**src/rtl/core/sle_pkg.sv**
```systemverilog
// ----------------------------------------------------------------------------
// sle_pkg
// shared types, constants and controller/datapath command and status structs
// ----------------------------------------------------------------------------
`default_nettype none

package sle_pkg;

  localparam int CAPACITY   = 128;
  localparam int ADDR_W     = $clog2(CAPACITY);
  localparam int CNT_W      = $clog2(CAPACITY + 1);
  localparam int DATA_W     = 32;
  localparam int POS_W      = 7;
  localparam int CNT_OUT_W  = 8;

  typedef enum logic [1:0] {
    OP_INSERT = 2'd0,
    OP_SEARCH = 2'd1,
    OP_DELETE = 2'd2,
    OP_CLEAR  = 2'd3
  } opcode_t;

  typedef enum logic [1:0] {
    STAT_OK       = 2'd0,
    STAT_FULL     = 2'd1,
    STAT_EMPTY    = 2'd2,
    STAT_NOTFOUND = 2'd3
  } status_t;

  typedef enum logic [2:0] {
    S_IDLE,
    S_INS_RD,
    S_INS_CMP,
    S_INS_PUT,
    S_FND_RD,
    S_FND_CMP,
    S_DEL_RD,
    S_DEL_WR
  } state_t;

  typedef enum logic [2:0] {
    IDX_HOLD,
    IDX_ZERO,
    IDX_COUNT,
    IDX_INC,
    IDX_DEC
  } idx_op_t;

  typedef enum logic [1:0] {
    CNT_HOLD,
    CNT_CLEAR,
    CNT_INC,
    CNT_DEC
  } cnt_op_t;

  typedef enum logic [1:0] {
    RA_IDX_M1,
    RA_IDX,
    RA_IDX_P1
  } rd_sel_t;

  typedef enum logic {
    WA_IDX,
    WA_ZERO
  } wa_sel_t;

  typedef enum logic {
    WD_VALUE,
    WD_RDATA
  } wd_sel_t;

  typedef enum logic [1:0] {
    PS_ZERO,
    PS_IDX,
    PS_HELD
  } pos_sel_t;

  typedef struct packed {
    logic     capture;
    idx_op_t  idx_op;
    cnt_op_t  cnt_op;
    logic     rd_en;
    rd_sel_t  rd_sel;
    logic     wr_en;
    wa_sel_t  wa_sel;
    wd_sel_t  wd_sel;
    logic     pos_hold;
    logic     done;
    status_t  status;
    pos_sel_t pos_sel;
  } cmd_t;

  typedef struct packed {
    logic full;
    logic empty;
    logic gt;
    logic eq;
    logic idx_is_one;
    logic last_scan;
    logic last_move;
  } stat_t;

endpackage

`default_nettype wire

```
**src/rtl/core/sle_ctrl.sv**
```systemverilog
// ----------------------------------------------------------------------------
// sle_ctrl
// sequencer for insert, search, delete and clear transactions
// ----------------------------------------------------------------------------
`default_nettype none

module sle_ctrl
  import sle_pkg::*;
(
  input  wire logic       clk,
  input  wire logic       rst_n,
  input  wire logic       start,
  input  wire logic [1:0] in_opcode,
  input  wire stat_t      stat,
  output logic            busy,
  output cmd_t            cmd
);

  state_t  state_r, state_nxt;
  logic    is_delete_r, is_delete_nxt;
  opcode_t op;

  assign op   = opcode_t'(in_opcode);
  assign busy = (state_r != S_IDLE);

  always_ff @(posedge clk) begin
    if (!rst_n) begin
      state_r     <= S_IDLE;
      is_delete_r <= 1'b0;
    end else begin
      state_r     <= state_nxt;
      is_delete_r <= is_delete_nxt;
    end
  end

  // next state
  always_comb begin
    state_nxt     = state_r;
    is_delete_nxt = is_delete_r;
    unique case (state_r)
      S_IDLE: begin
        if (start) begin
          is_delete_nxt = (op == OP_DELETE);
          unique case (op)
            OP_INSERT: begin
              if (!stat.full && !stat.empty) state_nxt = S_INS_RD;
            end
            OP_SEARCH, OP_DELETE: begin
              if (!stat.empty) state_nxt = S_FND_RD;
            end
            OP_CLEAR: state_nxt = S_IDLE;
          endcase
        end
      end
      S_INS_RD:  state_nxt = S_INS_CMP;
      S_INS_CMP: begin
        if (stat.gt) begin
          state_nxt = stat.idx_is_one ? S_INS_PUT : S_INS_RD;
        end else begin
          state_nxt = S_IDLE;
        end
      end
      S_INS_PUT: state_nxt = S_IDLE;
      S_FND_RD:  state_nxt = S_FND_CMP;
      S_FND_CMP: begin
        if (stat.eq) begin
          state_nxt = (is_delete_r && !stat.last_scan) ? S_DEL_RD : S_IDLE;
        end else begin
          state_nxt = stat.last_scan ? S_IDLE : S_FND_RD;
        end
      end
      S_DEL_RD: state_nxt = S_DEL_WR;
      S_DEL_WR: state_nxt = stat.last_move ? S_IDLE : S_DEL_RD;
      default:  state_nxt = S_IDLE;
    endcase
  end

  // outputs
  always_comb begin
    cmd = '{capture: 1'b0, idx_op: IDX_HOLD, cnt_op: CNT_HOLD, rd_en: 1'b0,
            rd_sel: RA_IDX, wr_en: 1'b0, wa_sel: WA_IDX, wd_sel: WD_VALUE,
            pos_hold: 1'b0, done: 1'b0, status: STAT_OK, pos_sel: PS_ZERO};
    unique case (state_r)
      S_IDLE: begin
        if (start) begin
          cmd.capture = 1'b1;
          unique case (op)
            OP_INSERT: begin
              if (stat.full) begin
                cmd.done   = 1'b1;
                cmd.status = STAT_FULL;
              end else if (stat.empty) begin
                cmd.wr_en  = 1'b1;
                cmd.wa_sel = WA_ZERO;
                cmd.cnt_op = CNT_INC;
                cmd.done   = 1'b1;
              end else begin
                cmd.idx_op = IDX_COUNT;
              end
            end
            OP_SEARCH, OP_DELETE: begin
              if (stat.empty) begin
                cmd.done   = 1'b1;
                cmd.status = STAT_EMPTY;
              end else begin
                cmd.idx_op = IDX_ZERO;
              end
            end
            OP_CLEAR: begin
              cmd.cnt_op = CNT_CLEAR;
              cmd.done   = 1'b1;
            end
          endcase
        end
      end
      S_INS_RD: begin
        cmd.rd_en  = 1'b1;
        cmd.rd_sel = RA_IDX_M1;
      end
      S_INS_CMP: begin
        cmd.wr_en = 1'b1;
        if (stat.gt) begin
          cmd.wd_sel = WD_RDATA;
          cmd.idx_op = IDX_DEC;
        end else begin
          cmd.cnt_op  = CNT_INC;
          cmd.done    = 1'b1;
          cmd.pos_sel = PS_IDX;
        end
      end
      S_INS_PUT: begin
        cmd.wr_en   = 1'b1;
        cmd.cnt_op  = CNT_INC;
        cmd.done    = 1'b1;
        cmd.pos_sel = PS_IDX;
      end
      S_FND_RD: begin
        cmd.rd_en  = 1'b1;
        cmd.rd_sel = RA_IDX;
      end
      S_FND_CMP: begin
        if (stat.eq) begin
          cmd.pos_hold = 1'b1;
          if (!is_delete_r) begin
            cmd.done    = 1'b1;
            cmd.pos_sel = PS_IDX;
          end else if (stat.last_scan) begin
            cmd.cnt_op  = CNT_DEC;
            cmd.done    = 1'b1;
            cmd.pos_sel = PS_IDX;
          end
        end else if (stat.last_scan) begin
          cmd.done   = 1'b1;
          cmd.status = STAT_NOTFOUND;
        end else begin
          cmd.idx_op = IDX_INC;
        end
      end
      S_DEL_RD: begin
        cmd.rd_en  = 1'b1;
        cmd.rd_sel = RA_IDX_P1;
      end
      S_DEL_WR: begin
        cmd.wr_en  = 1'b1;
        cmd.wd_sel = WD_RDATA;
        cmd.idx_op = IDX_INC;
        if (stat.last_move) begin
          cmd.cnt_op  = CNT_DEC;
          cmd.done    = 1'b1;
          cmd.pos_sel = PS_HELD;
        end
      end
      default: begin
        cmd.done = 1'b0;
      end
    endcase
  end

endmodule

`default_nettype wire

```
**config.mk**
```make
export PLATFORM = sky130hd
export DESIGN_NAME = sle_ctrl
export DESIGN_NICKNAME = d
export VERILOG_FILES = /design/src/rtl/core/sle_pkg.sv /design/src/rtl/core/sle_ctrl.sv
export SDC_FILE = /design/constraint.sdc
export NUM_CORES = 1
export LEC_CHECK = 0
export BUFFER_PORTS_ARGS = -buffer_cell sky130_fd_sc_hd__buf_2
export CORE_MARGIN = 4
export CORE_UTILIZATION = 44
export CTS_CLUSTER_SIZE = 10
export DETAILED_ROUTE_END_ITERATION = 8
export PLACE_DENSITY_LB_ADDON = 0.25
export RECOVER_POWER = 50
export SLEW_MARGIN = 20
export SYNTH_ARGS = -nofsm -noshare
export SYNTH_HDL_FRONTEND = slang
export SYNTH_SLANG_ARGS = --single-unit
```
**constraint.sdc**
```tcl
create_clock -name clk -period 1.4 [get_ports clk]
set_clock_uncertainty 0.15 [all_clocks]
set_input_delay 0.07 -clock clk [delete_from_list [all_inputs] [get_ports clk]]
set_output_delay 0.07 -clock clk [all_outputs]
set_load 0.01 [all_outputs]
```
# Word level (Yosys, flattened, before mapping)

Index checks and enable logic that the tools add are counted.

Register bits: 4
Bits of input ports: 12
Output and inout bits: 19
Logic and storage cells: 89

Reductions and logical operators: 12
Muxes and demuxes: 62
Equal/unequal tests: 13

Operators by type and width:

| cell                 | count |
|---|---|
| $mux W3              | 12 |
| $mux W2              | 17 |
| $pmux W3 S8          | 1 |
| $pmux W3 S3          | 2 |
| $mux W1              | 17 |
| $eq A3 B3 Y1 const B | 4 |
| $pmux W2 S2          | 3 |
| $pmux W3 S4          | 1 |
| $pmux W2 S5          | 1 |
| $pmux W2 S4          | 1 |
| $eq A3 B2 Y1 const B | 2 |
| $mux W6              | 1 |
| $ne A3 B3 Y1 const B | 2 |
| $pmux W3 S2          | 1 |
| $mux W5              | 1 |
| $pmux W1 S5          | 1 |
| $eq A2 B2 Y1 const B | 2 |
| $pmux W1 S2          | 2 |
| $eq A3 B1 Y1 const B | 1 |
| $logic_not A1 Y1     | 3 |
| $logic_not A3 Y1     | 1 |
| $pmux W1 S3          | 1 |
| $reduce_and A3 Y1    | 1 |
| $reduce_bool A3 Y1   | 1 |
| other kinds (7)      | 8 |

# Logic depth before layout (Yosys ltp)

Depth in word-level cells: 6
Depth in mapped cells: 5
Depth with buffers taken out: 5

# Worst setup path before layout

OpenSTA, ideal clock, no wires.

Path kind: reg-to-output
Start: register state_r[2]
End: output cmd[14] in the netlist's numbering
Buffers on the path: 0
Arrival time: 1,161 ps
Setup slack: 19 ps
Cell stages (with the launch flop): 6
Data required time: 1,180 ps
Cells stage by stage: dfxtp_1 -> nor3_2 -> nand2_1 -> clkinv_1 -> nand3b_1 -> o21ai_0

RTL lines:

| element                | RTL line       | RTL |
|---|---|---|
| from (decl)            | sle_ctrl.sv:19 | `state_t state_r, state_nxt;` |
| from (signal assigned) | sle_ctrl.sv:31 | `state_r <= state_nxt;` |
| to (decl)              | sle_ctrl.sv:16 | `output cmd_t cmd` |

==> impl_metrics.py <==
metrics = {
    "outcome": {
        "outcome": "finished, violations left",
        "violations": "setup timing",
    },
    "global_route": {
        "grt_first_pass_wirelength_mm": 3.37,
        "antenna_found_initial": 0,
        "grt_usage_pct": 21.2,
        "grt_max_degree": 9,
        "grt_pass1_vias": 782,
        "overflow": 0,
    },
    "clocking": {
        "numCtsBuffers": 3,
        "cts_tree": "done",
        "cts_buffer_depth": 2,
        "cts_htree_levels": 1,
        "cts_sinks": 4,
        "cts_root_buffer": "clkbuf_4",
        "clk_pin_slew_ns": 0.04,
        "clock_latency_ns": 0.24,
    },
    "sta": {
        "rsz0062_at_grt": "true",
        "setup_viol": 13,
        "post-route-min-period_ns": 1.62,
        "worst_pin_slew_ns": 0.286,
        "final_max_slew_viol_count": 0,
        "hold_ws_ns": 0.0535,
        "fin_ws_ns": -0.218,
        "fin_crit_sh_pct": 116,
        "relSlewSlack_pct": 80.8,
        "fmax_mhz": 618,
        "hold_viol": 0,
    },
    "route": {
        "drt_iter0_drc": 30,
        "wire_per_inst_um": 14.3,
        "firstDrtPassIters": 4,
        "ant_nets": 0,
        "routed_wl_mm": 2.22,
        "drc": 0,
        "drt-vias-per-instance": 5.54,
        "vias": 859,
    },
    "hold_path": {
        "whs_endpoint": "state_r[2]",
        "hp-class": "primary input to flop",
        "hold_path_depth": 3,
        "hold_path_startpoint": "start",
    },
    "yosys": {
        "synth_seq_area_share_pct": 12.7,
        "ys_warn_count": 0,
        "synth.mux.area_fraction_pct": 3.37,
        "synth.net_count": 105,
        "synthAdderAreaFrac_pct": 9.92,
        "synth-main-ff-cell": "dfxtp_1",
        "syn_area_um2": 631,
        "avgSynthCellArea_um2": 7.17,
        "ys_seq_elements": 4,
        "synth_cells": 88,
        "synth_top_family_by_area": "simple AND/OR/NAND/NOR gates",
        "yosys.area_share.simple_pct": 38.9,
        "synth_compound_area_share_pct": 27.0,
        "synth_xor_area_share_pct": 0,
        "synth_enable_flop_cells": 0,
        "synthArstFlopShare_pct": 0,
        "ys_types": 36,
    },
    "power": {
        "power_density_mw_per_mm2": 688,
        "ir_worst_vdd_mv": 0.738,
        "p_sw_w": 0.000282,
        "p_sw_share_pct": 38.2,
        "share_comb_of_total_power_pct": 60.6,
        "intPower_w": 0.000456,
        "p_leak_nw": 0.566,
        "power_w": 0.000738,
        "pwr-share-clk_pct": 19.4,
        "power_frac_seq_pct": 20.1,
    },
    "place": {
        "place_area_um2": 891,
        "gp_congestion": 0.824,
        "dp_slack_ns": -0.0881,
        "numPlacedInstances": 145,
        "dp_hpwl_mm": 1.57,
        "portBuffers": 30,
    },
    "run": {
        "maxCapViolations": 0,
    },
    "die": {
        "die_y_um": 45.9,
        "std_cell_rows": 13,
        "core-area_mm2": 0.00132,
        "num_io_pins": 31,
        "die_area_mm2": 0.00210,
        "initial_core_util_pct": 47.9,
        "die-width_um": 45.9,
    },
    "critical_path": {
        "worst_setup_path_end_kind": "output pin",
        "critPathLaunch": "state_r[1]",
        "crit_fanout": 4,
        "rr_worst_depth": 5,
        "required_ns": 1.18,
        "criticalPathCategory": "flop to output pin",
        "start_kind": "flop",
        "arrival_ns": 1.40,
        "r2r_end": "state_r[0]",
        "r2r_start": "state_r[0]",
        "rrSetupSlack_ns": 0.01,
    },
    "cells_and_area": {
        "nNetsFinal": 159,
        "final_cells": 155,
        "syn2layout_area_growth_pct": 70.0,
        "drive_gt1_share_pct": 57.1,
        "stdcell_area_mm2": 0.00107,
        "diodes": 0,
    },
}
[metrics by stage]
| stage | util (%) | TNS (ns) |
|---|---|---|
| after floorplan | - | 0 |
| after global placement | 67.6 | -0.0534 |
| after detailed placement | 67.6 | -0.108 |
| after CTS | 75.1 | -1.40 |
| after global routing | 81.4 | -2.49 |
| final | 81.4 | -1.54 |
[per-layer routing]
metal / GRT usage, % / up-vias / wire (um) / part of all wire [%]
met1: 29.1 / 399 / 932 / 42
met2: 35.4 / 34 / 1110 / 50
met4: 2.27 / 0 / 31 / 1.4
met5: 0 / - / 0 / 0
li1: - / 424 / - / -
met3: 3.56 / 2 / 143 / 6.4
[cell usage in the layout (no fill, tap or decap), types with 4 or more instances in the layout]
master | synthesis | layout
buf_2 | 2 | 28
ha_1 | 5 | 5
buf_4 | 0 | 17
nand3b_1 | 4 | 4
nand2_1 | 6 | 5
buf_6 | 1 | 6
o211ai_1 | 4 | 4
o21ai_1 | 0 | 4
nor2_1 | 8 | 4
inv_1 | 7 | 4
[how the worst max path moves through the flow]
stage,end,slack [ns],cells after the start
2_1_floorplan,cmd[14],0.02,5
3_3_place_gp,cmd[4],-0.05,7
3_5_place_dp,cmd[4],-0.09,7
4_1_cts,cmd[15],-0.17,4
5_1_grt,cmd[14],-0.29,6
6_report,cmd[15],-0.22,5
[Yosys cell counts (2+ instances only)]
| library cell | count | share of area (%) |
|---|---|---|
| ha_1 | 5 | 9.9 |
| a21boi_0 | 2 | 2.4 |
| nand2_1 | 6 | 3.6 |
| o211ai_1 | 4 | 4.8 |
| nor2b_1 | 2 | 2.0 |
| buf_2 | 2 | 1.6 |
| and3b_1 | 3 | 4.2 |
| nand3b_1 | 4 | 4.8 |
| a21oi_1 | 4 | 3.2 |
| o21ai_0 | 7 | 5.6 |
| a21o_1 | 2 | 2.4 |
| o31ai_1 | 2 | 2.4 |
| or3_1 | 2 | 2.0 |
| inv_1 | 7 | 4.2 |
| nand2b_1 | 2 | 2.0 |
| nor2_1 | 8 | 4.8 |
| dfxtp_1 | 4 | 13 |
| nand3_1 | 3 | 2.4 |
| and2_2 | 2 | 2.4 |
[area by class of cell]
cell class / instances / area [um^2]
clock buffer: 3 / 22.5
timing repair buffer: 52 / 345
tap: 15 / 18.8
multi-input combinational: 73 / 558
sequential: 4 / 90.1
inverter: 8 / 37.5
fill: 95 / 245
[sequential cells by signal, indices dropped and copies added (netlist names)]
signal	flops
is_delete_r	1
state_r	3
[critical path, stage by stage, from the launching register on]
cell and delay (ns):
dfxtp_2 0.34, nor3_4 0.22, nand2_2 0.11, buf_4 0.15
o41ai_2 0.17, buf_2 0.17
[cell families after synthesis]
kind of cell / after synthesis
buf+inv: 11
compound gates: 26
simple gates: 40
fa+ha+maj: 5
mux: 2
flops: 4
[power groups by stage]
stage,combinational (W),clock (W),sequential [W]
3_5_place_dp,0.000339,0,0.000141
5_1_grt,0.000484,0.000156,0.000150
6_report,0.000447,0.000143,0.000148
2_1_floorplan,0.000186,0,0.000141
3_3_place_gp,0.000331,0,0.000141
4_1_cts,0.000387,0.000147,0.000147
[repair_timing]
| item | CTS | global route |
|---|---|---|
| hold buffers | 1 | 0 |
| endpoints found under the hold margin | 3 | 0 |
| pin swaps | 3 | 9 |
| resized for setup | 21 | 16 |
| setup buffers | 2 | 4 |
| endpoints found under the setup margin | 16 | 20 |
| gates cloned | 0 | 0 |
(Power assumes the default switching activity.)
